$ cat src/design/rpmd_pkg.sv
// Shared types, widths and constants for the RC pulse motor drive block.
// No dependencies; every other file in the design folder imports this package.
package rpmd_pkg;

  localparam int AvgShiftDefault = 2;

  localparam int TsW     = 16;
  localparam int PulseW  = 17;
  localparam int WindowW = 16;
  localparam int ByteW   = 8;
  localparam int SumW    = 24;
  localparam int OdoW    = 32;
  localparam int CfgIdxW = 3;
  localparam int CfgDataW = 17;

  localparam logic [PulseW-1:0]  PulseMinReset     = 17'd1600;
  localparam logic [PulseW-1:0]  PulseMaxReset     = 17'd4400;
  localparam logic [PulseW-1:0]  PulseCenterReset  = 17'd3000;
  localparam logic [WindowW-1:0] CenterWindowReset = 16'd100;
  localparam logic [WindowW-1:0] SpanReset         = 16'd1000;
  localparam logic [ByteW-1:0]   DeadZoneReset     = 8'd20;
  localparam logic [ByteW-1:0]   ArmCountReset     = 8'd12;
  localparam logic [ByteW-1:0]   TimeoutTicksReset = 8'd8;

  // q + q/50 reaches 255 at q = 250; above that the duty saturates.
  localparam logic [ByteW-1:0] DutyMax     = 8'd255;
  localparam logic [ByteW-1:0] DutySatQ    = 8'd250;
  // q/50 for q <= 255 as (q * 41) >> 11.
  localparam logic [5:0]       Div50Mul    = 6'd41;
  localparam int               Div50Shift  = 11;

  typedef enum logic [1:0] {
    ReqRise     = 2'd0,
    ReqFall     = 2'd1,
    ReqOverflow = 2'd2,
    ReqFeedback = 2'd3
  } req_kind_t;

  typedef enum logic [CfgIdxW-1:0] {
    RegPulseMin     = 3'd0,
    RegPulseMax     = 3'd1,
    RegPulseCenter  = 3'd2,
    RegCenterWindow = 3'd3,
    RegSpan         = 3'd4,
    RegDeadZone     = 3'd5,
    RegArmCount     = 3'd6,
    RegTimeoutTicks = 3'd7
  } cfg_reg_t;

  typedef struct packed {
    logic [PulseW-1:0]  pulse_min;
    logic [PulseW-1:0]  pulse_max;
    logic [PulseW-1:0]  pulse_center;
    logic [WindowW-1:0] center_window;
    logic [WindowW-1:0] full_scale_span;
    logic [ByteW-1:0]   dead_zone;
    logic [ByteW-1:0]   arm_count;
    logic [ByteW-1:0]   timeout_ticks;
  } cfg_t;

  typedef struct packed {
    logic [1:0]     req_type;
    logic [TsW-1:0] timestamp;
  } item_t;

  typedef struct packed {
    logic [ByteW-1:0]       duty;
    logic                   direction;
    logic                   led_on;
    logic                   armed;
    logic signed [OdoW-1:0] odometer;
    logic [PulseW-1:0]      avg_width;
  } result_t;

endpackage

$ cat src/design/rpmd_if.sv
// Valid/ready channel interfaces for the event input and the result output.
// Depends on rpmd_pkg for field widths.
interface rpmd_req_if import rpmd_pkg::*; ();
  logic           valid;
  logic           ready;
  logic [1:0]     req_type;
  logic [TsW-1:0] timestamp;

  modport source (output valid, req_type, timestamp, input ready);
  modport sink (input valid, req_type, timestamp, output ready);
endinterface

interface rpmd_res_if import rpmd_pkg::*; ();
  logic                   valid;
  logic                   ready;
  logic [ByteW-1:0]       duty;
  logic                   direction;
  logic                   led_on;
  logic                   armed;
  logic signed [OdoW-1:0] odometer;
  logic [PulseW-1:0]      avg_width;

  modport source (output valid, duty, direction, led_on, armed, odometer, avg_width,
                  input ready);
  modport sink (input valid, duty, direction, led_on, armed, odometer, avg_width,
                output ready);
endinterface

$ cat src/design/rpmd_cfg_regs.sv
// Configuration register file: eight write-only registers with reset values.
// Depends on rpmd_pkg.
module rpmd_cfg_regs import rpmd_pkg::*; (
  input  logic                clk,
  input  logic                rst,
  input  logic                cfg_we,
  input  logic [CfgIdxW-1:0]  cfg_index,
  input  logic [CfgDataW-1:0] cfg_data,
  output cfg_t                cfg
);

  always_ff @(posedge clk) begin
    if (rst) begin
      cfg.pulse_min       <= PulseMinReset;
      cfg.pulse_max       <= PulseMaxReset;
      cfg.pulse_center    <= PulseCenterReset;
      cfg.center_window   <= CenterWindowReset;
      cfg.full_scale_span <= SpanReset;
      cfg.dead_zone       <= DeadZoneReset;
      cfg.arm_count       <= ArmCountReset;
      cfg.timeout_ticks   <= TimeoutTicksReset;
    end else if (cfg_we) begin
      unique case (cfg_reg_t'(cfg_index))
        RegPulseMin:     cfg.pulse_min       <= cfg_data;
        RegPulseMax:     cfg.pulse_max       <= cfg_data;
        RegPulseCenter:  cfg.pulse_center    <= cfg_data;
        RegCenterWindow: cfg.center_window   <= cfg_data[WindowW-1:0];
        RegSpan:         cfg.full_scale_span <= cfg_data[WindowW-1:0];
        RegDeadZone:     cfg.dead_zone       <= cfg_data[ByteW-1:0];
        RegArmCount:     cfg.arm_count       <= cfg_data[ByteW-1:0];
        RegTimeoutTicks: cfg.timeout_ticks   <= cfg_data[ByteW-1:0];
        default: ;
      endcase
    end
  end

endmodule

$ cat src/design/rpmd_duty_map.sv
// Maps an averaged pulse width to motor direction and PWM duty.
// Depends on rpmd_pkg; purely combinational.
module rpmd_duty_map import rpmd_pkg::*; (
  input  logic [PulseW-1:0] avg,
  input  cfg_t              cfg,
  output logic [ByteW-1:0]  duty,
  output logic              direction
);

  logic [PulseW-1:0]  distance;
  logic [WindowW-1:0] dist_clamped;
  logic [13:0]        q;
  logic [ByteW-1:0]   q_low;
  logic [13:0]        prod;
  logic [ByteW-1:0]   p;

  always_comb begin
    direction    = (avg > cfg.pulse_center);
    distance     = direction ? (avg - cfg.pulse_center) : (cfg.pulse_center - avg);
    dist_clamped = (distance > {1'b0, cfg.full_scale_span}) ? cfg.full_scale_span
                                                            : distance[WindowW-1:0];
    q            = dist_clamped[WindowW-1:2];
    q_low        = q[ByteW-1:0];
    prod         = 14'(q_low) * 14'(Div50Mul);
    // Past the saturation point the exact quotient no longer matters.
    if (q > 14'(DutySatQ)) begin
      p = DutyMax;
    end else begin
      p = q_low + ByteW'(prod >> Div50Shift);
    end
    duty = (p < cfg.dead_zone) ? '0 : p;
  end

endmodule

$ cat src/design/rpmd_state_update.sv
// Event state: edge timing, width averaging, arming, failsafe timeout and odometer.
// Depends on rpmd_pkg and rpmd_duty_map. Updates its state once per fired item.
module rpmd_state_update import rpmd_pkg::*; #(
  parameter int AVG_SHIFT = AvgShiftDefault
) (
  input  logic    clk,
  input  logic    rst,
  input  cfg_t    cfg,
  input  logic    item_fire,
  input  item_t   item,
  output result_t result_next
);

  localparam int CntW = AVG_SHIFT + 1;
  localparam logic [CntW-1:0] CntFull = CntW'(2 ** AVG_SHIFT);

  logic [1:0]             overflow_count, overflow_count_next;
  logic [TsW-1:0]         rise_time, rise_time_next;
  logic [SumW-1:0]        width_sum, width_sum_next;
  logic [CntW-1:0]        sum_count, sum_count_next;
  logic [PulseW-1:0]      average_width, average_width_next;
  logic                   armed_flag, armed_flag_next;
  logic [ByteW-1:0]       arm_progress, arm_progress_next;
  logic [ByteW-1:0]       timeout_progress, timeout_progress_next;
  logic                   led_level, led_level_next;
  logic                   dir_level, dir_level_next;
  logic [ByteW-1:0]       duty_value, duty_value_next;
  logic [OdoW-1:0]        edge_count, edge_count_next;

  logic signed [19:0]     width;
  logic signed [19:0]     win_lo;
  logic signed [19:0]     win_hi;
  logic                   in_range;
  logic                   centered;
  logic [SumW-1:0]        sum_add;
  logic [CntW-1:0]        cnt_inc;
  logic [PulseW-1:0]      avg_new;
  logic [1:0]             ovf_inc;
  logic [ByteW-1:0]       tp_inc;
  logic [ByteW-1:0]       ap_inc;
  logic [ByteW-1:0]       map_duty;
  logic                   map_dir;

  rpmd_duty_map u_duty_map (
    .avg       (avg_new),
    .cfg       (cfg),
    .duty      (map_duty),
    .direction (map_dir)
  );

  always_comb begin
    // The overflow count extends the timestamp above bit 15.
    width    = $signed({2'b00, overflow_count, item.timestamp})
             - $signed({4'b0000, rise_time});
    in_range = !width[19] && (width[18:0] > {2'b00, cfg.pulse_min})
                          && (width[18:0] < {2'b00, cfg.pulse_max});
    win_lo   = $signed({3'b000, cfg.pulse_center}) - $signed({4'b0000, cfg.center_window});
    win_hi   = $signed({3'b000, cfg.pulse_center}) + $signed({4'b0000, cfg.center_window});
    centered = (width > win_lo) && (width < win_hi);
    sum_add  = width_sum + SumW'(width[PulseW-1:0]);
    cnt_inc  = sum_count + 1'b1;
    avg_new  = sum_add[AVG_SHIFT +: PulseW];
    ovf_inc  = overflow_count + 1'b1;
    tp_inc   = timeout_progress + 1'b1;
    ap_inc   = arm_progress + 1'b1;
  end

  always_comb begin
    overflow_count_next   = overflow_count;
    rise_time_next        = rise_time;
    width_sum_next        = width_sum;
    sum_count_next        = sum_count;
    average_width_next    = average_width;
    armed_flag_next       = armed_flag;
    arm_progress_next     = arm_progress;
    timeout_progress_next = timeout_progress;
    led_level_next        = led_level;
    dir_level_next        = dir_level;
    duty_value_next       = duty_value;
    edge_count_next       = edge_count;

    unique case (req_kind_t'(item.req_type))
      ReqRise: begin
        overflow_count_next = '0;
        rise_time_next      = item.timestamp;
      end
      ReqFall: begin
        if (in_range) begin
          if (cnt_inc == CntFull) begin
            average_width_next = avg_new;
            width_sum_next     = '0;
            sum_count_next     = '0;
            if (armed_flag) begin
              led_level_next  = !led_level;
              dir_level_next  = map_dir;
              duty_value_next = map_duty;
            end else if (centered) begin
              led_level_next = 1'b1;
              if (ap_inc == cfg.arm_count) begin
                armed_flag_next   = 1'b1;
                arm_progress_next = '0;
              end else begin
                arm_progress_next = ap_inc;
              end
            end else begin
              arm_progress_next = '0;
              led_level_next    = 1'b0;
            end
          end else begin
            width_sum_next = sum_add;
            sum_count_next = cnt_inc;
          end
        end else begin
          led_level_next = 1'b0;
        end
      end
      ReqOverflow: begin
        // Two overflows without a rising edge make one timeout tick.
        if (ovf_inc == 2'd2) begin
          overflow_count_next = '0;
          if (tp_inc == cfg.timeout_ticks) begin
            led_level_next        = !led_level;
            timeout_progress_next = '0;
            duty_value_next       = '0;
          end else begin
            timeout_progress_next = tp_inc;
          end
        end else begin
          overflow_count_next = ovf_inc;
        end
      end
      ReqFeedback: begin
        edge_count_next = dir_level ? (edge_count + 1'b1) : (edge_count - 1'b1);
      end
      default: ;
    endcase

    result_next.duty      = duty_value_next;
    result_next.direction = dir_level_next;
    result_next.led_on    = led_level_next;
    result_next.armed     = armed_flag_next;
    result_next.odometer  = $signed(edge_count_next);
    result_next.avg_width = average_width_next;
  end

  always_ff @(posedge clk) begin
    if (rst) begin
      overflow_count   <= '0;
      rise_time        <= '0;
      width_sum        <= '0;
      sum_count        <= '0;
      average_width    <= '0;
      armed_flag       <= 1'b0;
      arm_progress     <= '0;
      timeout_progress <= '0;
      led_level        <= 1'b0;
      dir_level        <= 1'b0;
      duty_value       <= '0;
      edge_count       <= '0;
    end else if (item_fire) begin
      overflow_count   <= overflow_count_next;
      rise_time        <= rise_time_next;
      width_sum        <= width_sum_next;
      sum_count        <= sum_count_next;
      average_width    <= average_width_next;
      armed_flag       <= armed_flag_next;
      arm_progress     <= arm_progress_next;
      timeout_progress <= timeout_progress_next;
      led_level        <= led_level_next;
      dir_level        <= dir_level_next;
      duty_value       <= duty_value_next;
      edge_count       <= edge_count_next;
    end
  end

endmodule

$ cat src/design/rc_pulse_motor_drive_core.sv
// RC servo pulse decoder for one motor: events in, direction, duty and status out.
// Depends on rpmd_pkg, rpmd_if, rpmd_cfg_regs and rpmd_state_update.
//
// Every event (pulse rising edge, pulse falling edge, timer overflow, feedback
// edge) produces exactly one result word that shows duty, direction, LED level,
// armed flag, odometer and latest average after that event. The block takes one
// event word per clock while the output is not stalled; a word is captured in an
// input register, processed by the combinational update logic, and its result is
// loaded into the output register when the output is free or being read. The state
// update of one event must finish before the next is processed, which sets the
// rate at one word per clock while the output is not stalled. While the output
// is stalled the input register still takes one more word. Configuration writes
// take effect on the next clock edge and are meant to be issued while no event
// is in flight.
module rc_pulse_motor_drive_core import rpmd_pkg::*; #(
  parameter int AVG_SHIFT = AvgShiftDefault
) (
  input  logic                clk,
  input  logic                rst,
  rpmd_req_if.sink            req,
  rpmd_res_if.source          res,
  input  logic                cfg_we,
  input  logic [CfgIdxW-1:0]  cfg_index,
  input  logic [CfgDataW-1:0] cfg_data
);

  cfg_t    cfg;
  logic    in_valid;
  item_t   in_item;
  logic    out_valid;
  result_t out_res;
  result_t result_next;
  logic    advance;
  logic    fire;

  rpmd_cfg_regs u_cfg_regs (
    .clk       (clk),
    .rst       (rst),
    .cfg_we    (cfg_we),
    .cfg_index (cfg_index),
    .cfg_data  (cfg_data),
    .cfg       (cfg)
  );

  rpmd_state_update #(
    .AVG_SHIFT (AVG_SHIFT)
  ) u_state_update (
    .clk         (clk),
    .rst         (rst),
    .cfg         (cfg),
    .item_fire   (fire),
    .item        (in_item),
    .result_next (result_next)
  );

  assign advance   = !out_valid || res.ready;
  assign fire      = in_valid && advance;
  assign req.ready = !in_valid || advance;

  always_ff @(posedge clk) begin
    if (rst) begin
      in_valid  <= 1'b0;
      out_valid <= 1'b0;
    end else begin
      if (req.ready) begin
        in_valid <= req.valid;
      end
      if (advance) begin
        out_valid <= in_valid;
      end
    end
  end

  always_ff @(posedge clk) begin
    if (req.valid && req.ready) begin
      in_item.req_type  <= req.req_type;
      in_item.timestamp <= req.timestamp;
    end
    if (fire) begin
      out_res <= result_next;
    end
  end

  assign res.valid     = out_valid;
  assign res.duty      = out_res.duty;
  assign res.direction = out_res.direction;
  assign res.led_on    = out_res.led_on;
  assign res.armed     = out_res.armed;
  assign res.odometer  = out_res.odometer;
  assign res.avg_width = out_res.avg_width;

endmodule

$ cat src/flat_wrapper.sv
// flat-port wrapper written by rule: the top's interface ports become plain ports
module rc_pulse_motor_drive_core_flat import rpmd_pkg::*;
#(
  parameter int AVG_SHIFT = AvgShiftDefault
)
  (clk, rst, cfg_we, cfg_index, cfg_data, req_valid, req_req_type, req_timestamp, req_ready, res_valid, res_duty, res_direction, res_led_on, res_armed, res_odometer, res_avg_width, res_ready);
  rpmd_req_if req_i ();
  rpmd_res_if res_i ();
  input  logic clk;
  input  logic rst;
  input  logic cfg_we;
  input  logic [CfgIdxW-1:0] cfg_index;
  input  logic [CfgDataW-1:0] cfg_data;
  input wire logic [$bits(req_i.valid)-1:0] req_valid;
  input wire logic [$bits(req_i.req_type)-1:0] req_req_type;
  input wire logic [$bits(req_i.timestamp)-1:0] req_timestamp;
  output wire logic [$bits(req_i.ready)-1:0] req_ready;
  output wire logic [$bits(res_i.valid)-1:0] res_valid;
  output wire logic [$bits(res_i.duty)-1:0] res_duty;
  output wire logic [$bits(res_i.direction)-1:0] res_direction;
  output wire logic [$bits(res_i.led_on)-1:0] res_led_on;
  output wire logic [$bits(res_i.armed)-1:0] res_armed;
  output wire logic [$bits(res_i.odometer)-1:0] res_odometer;
  output wire logic [$bits(res_i.avg_width)-1:0] res_avg_width;
  input wire logic [$bits(res_i.ready)-1:0] res_ready;
  assign req_i.valid = req_valid;
  assign req_i.req_type = req_req_type;
  assign req_i.timestamp = req_timestamp;
  assign req_ready = req_i.ready;
  assign res_valid = res_i.valid;
  assign res_duty = res_i.duty;
  assign res_direction = res_i.direction;
  assign res_led_on = res_i.led_on;
  assign res_armed = res_i.armed;
  assign res_odometer = res_i.odometer;
  assign res_avg_width = res_i.avg_width;
  assign res_i.ready = res_ready;
  rc_pulse_motor_drive_core #(.AVG_SHIFT(AVG_SHIFT)) u_core (.clk(clk), .rst(rst), .req(req_i), .res(res_i), .cfg_we(cfg_we), .cfg_index(cfg_index), .cfg_data(cfg_data));
endmodule
$ cat config.mk
export PLATFORM = sky130hd
export DESIGN_NAME = rc_pulse_motor_drive_core_flat
export DESIGN_NICKNAME = d
export VERILOG_FILES = /design/src/design/rpmd_pkg.sv /design/src/design/rpmd_if.sv /design/src/design/rpmd_cfg_regs.sv /design/src/design/rpmd_duty_map.sv /design/src/design/rpmd_state_update.sv /design/src/design/rc_pulse_motor_drive_core.sv /design/src/flat_wrapper.sv
export SDC_FILE = /design/constraint.sdc
export NUM_CORES = 1
export LEC_CHECK = 0
export BUFFER_PORTS_ARGS = -buffer_cell sky130_fd_sc_hd__buf_2
export CAP_MARGIN = 5
export CORE_MARGIN = 2
export CORE_UTILIZATION = 63
export CTS_CLUSTER_DIAMETER = 120
export DETAILED_ROUTE_END_ITERATION = 8
export HOLD_SLACK_MARGIN = 0.02
export PLACE_DENSITY = 0.82
export SLEW_MARGIN = 20
export SYNTH_ARGS = -nofsm -noshare
export SYNTH_HDL_FRONTEND = slang
export SYNTH_SLANG_ARGS = --single-unit
$ cat constraint.sdc
create_clock -name clk -period 16.35 [get_ports clk]
set_clock_uncertainty 0.15 [all_clocks]
set_input_delay 0.8175 -clock clk [delete_from_list [all_inputs] [get_ports clk]]
set_output_delay 0.8175 -clock clk [all_outputs]
set_load 0.01 [all_outputs]
==> results.cfg <==
[yosys]
ys_seq_area_share_pct = 32.05
async_reset_ff_share_pct = 0
syn_nets = 2898
ys_ff_latch = 303
synthDistinctLibCells = 101
syn_area_mm2 = 0.02136
synth_area_leaders = dfxtp_1 (21%), ha_1 (15%), edfxtp_1 (11%), a21oi_1 (6.3%), nand2_1 (6.0%)
synth_top_cell_by_area = dfxtp_1
avgSynthCellArea_um2 = 8.260
synth_edf_count = 78
yosys_warnings = 0
synth_cells = 2586
ys.flop_type = dfxtp_1
netlist.area_leader.share_pct = 21.09

[run]
maxCapViolCount = 0

[clock_network]
cts_buffer_depth = 3
cts.sinks = 303
insertion_delay_ns = 0.53
h-tree-depth = 2
cts_hold_buffers = 0
clkTransAtPathRegs_ns = 0.06
cts_tree = built
numCtsBuffers = 35
clockRootBuffer = clkbuf_16

[sta]
rsz0062_at_grt = false
max_freq_mhz = 66.16
relSlewSlack_pct = 26.45
whs_ns = 0.3043
tightest_slew_ns = 1.103
fin_setup_tns_ns = 0
min_period_ns = 15.12
hold_viol = 0
period_share_pct = 92.45
setup_viol = 0
drv_slew = 0

[route]
drc_errors = 0
drt_first_pass_iters = 6
dr_wl_met3_mm = 3.420
vias = 19080
top_layer = met4
totalWireLength_mm = 58.12
wl_met2_mm = 27.79
wl_per_cell_um = 18.63
met1_length_mm = 24.87
ant_nets = 0
viasPerCell = 6.118
dr.first_iter.drc_count = 1573

[worst_setup_path]
crit_type = flip-flop to flip-flop
start_kind = flip-flop
r2r_slack_ns = 1.23
cpPeakStageDelay_ns = 0.60
r2r-end = u_core.res.duty[0]
r2r.worst_path.cells = 69
endpoint_kind = flip-flop
startpoint = u_core.u_state_update.rise_time[1]
crit_path_frequent_cell = ha_1
crit_path_max_fanout = 12
rr_startpoint = u_core.u_state_update.rise_time[1]
arrival_ns = 15.22
critPathSlowestCell = or4_4
crit_end = u_core.res.duty[0]
critical_path_required_ns = 16.45

[outcome]
status = finished clean

[placement]
io_buffers = 104
gp_congestion = 0.9304
dpl.hpwl_mm = 42.72

[pwr]
peakVddDrop_mv = 0.1115
power_density_mw_per_mm2 = 118.3
power.leakage_nw = 9.770

[layout]
layout.nets = 2956
fin_util_pct = 69.65
area_growth_pct = 9.074
antenna_cells = 0
final_layout_size_suffix_gt1_share_pct = 9.809

[floorplan]
die_area_mm2 = 0.03539
rows = 67
io_pins = 105
die_y_um = 188.1
start_util_pct = 63.86
die_w_um = 188.1
core_mm2 = 0.03345

[global_route]
grt_usage_pct = 32.16
antenna_found_initial = 0
first_global_vias = 18450
grt_max_degree = 127
grt_first_pass_wirelength_mm = 92.80
overflow = 0

[min_path]
hold_class = flip-flop to flip-flop
metal layers:
layer | up-vias | track usage [%]
met5 | - | 0
met4 | 0 | 11.63
met3 | 138 | 3.799
met2 | 640 | 56.03
met1 | 9137 | 41.03
li1 | 9167 | -
synthesized netlist by cell type, types with 17 or more instances:
cell type    n
xnor2_1     91
nand4_1     23
mux2_2      30
nand2_1    340
and3_1      19
nand2b_1    25
nand3_1     59
nor2_1     209
dfxtp_1    225
o21a_1      36
a211o_1     29
a21oi_1    270
nor2b_1     31
xor2_1      25
o21bai_1    17
nor3_1      50
inv_1      224
o21ai_0    100
a21o_1      47
clkbuf_1    80
edfxtp_1    78
ha_1       259
state kept, by name, indices dropped and copies added (netlist names), 16 cells and up:
name and flops:
u_core.u_state_update.edge_count 32, u_core.u_state_update.rise_time 16, u_core.u_state_update.width_sum 19, u_core.in_item 18
u_core.res.odometer 32, u_core.u_cfg_regs.cfg 107, u_core.res.avg_width 17, u_core.u_state_update.average_width 17
final cells by class:
cell class	count	area, um2
Clock buffer	45	994.7
Clock inverter	19	115.1
Fill cell	2648	10150
Inverter	228	858.3
Multi-Input combinational cell	1951	13230
Sequential cell	303	6847
Tap cell	448	560.5
Timing Repair Buffer	125	696.9
stage by stage:
stage               setup WS [ns]  instances  total power, mW  cell area [um2]
floorplan                   3.176       2586            1.711            21360
global placement            1.623       3052            1.953            22150
detailed placement          1.157       3052            1.984            22150
CTS                        0.9988       3116            2.740            23260
global route              0.09870       3119            2.938            23300
finish                      1.234       3119            2.755            23300
worst min-delay path by stage:
stage	start	end	slack (ns)	depth (start not counted)
6_report	u_core.u_cfg_regs.cfg[102]	u_core.u_cfg_regs.cfg[102]	0.30	2
5_1_grt	req_timestamp[0]	u_core.in_item[0]	0.30	1
4_1_cts	req_timestamp[0]	u_core.in_item[0]	0.30	1
3_5_place_dp	u_core.u_state_update.rise_time[12]	u_core.u_state_update.rise_time[12]	0.30	2
3_3_place_gp	u_core.u_state_update.average_width[0]	u_core.u_state_update.average_width[0]	0.29	2
2_1_floorplan	u_core.u_state_update.duty_value[5]	u_core.u_state_update.duty_value[5]	0.28	2
worst max-delay path, delay by kind of cell, from the launching register on:
kind	cells	cell delay (ns)
xor gates and xnor gates	3	0.58
AOI/OAI and AO/OA	31	6.48
buffers and inverters	7	0.60
adders and majority gates	10	3.30
and+or+nand+nor	18	3.31
DFF	1	0.38
layout by cell type, fill, tap and decap left out, types with 78 or more instances in the layout:
| cell | netlist | layout |
|---|---|---|
| xnor2_1 | 91 | 91 |
| inv_1 | 224 | 223 |
| buf_2 | 8 | 103 |
| a21oi_1 | 270 | 270 |
| nor2_1 | 209 | 209 |
| edfxtp_1 | 78 | 78 |
| dfxtp_1 | 225 | 225 |
| o21ai_0 | 100 | 97 |
| nand2_1 | 340 | 340 |
| ha_1 | 259 | 259 |
what timing repair did:
item	in CTS	in global routing
gates resized for setup	0	4
buffers inserted	0	2
endpoints found under the setup margin	0	15
power by group:
| group | switching, mW | total (mW) | internal, mW |
|---|---|---|---|
| combinational | 0.710 | 1.19 | 0.478 |
| clock | 0.322 | 0.754 | 0.432 |
| sequential | 0.0147 | 0.813 | 0.799 |
logic make-up (layout without fill, tap and decap cells):
kind of cell	Yosys count	after routing	share of synthesized area [%]
DFF	303	303	32.05
buffers and inverters	333	417	6.133
muxes	46	46	2.331
xor gates and xnor gates	117	117	4.862
and+or+nand+nor	852	852	18.38
AOI/OAI and AO/OA	666	667	20.13
adders and majority gates	269	269	16.11
Note: power is estimated with default switching activity, not from simulation.
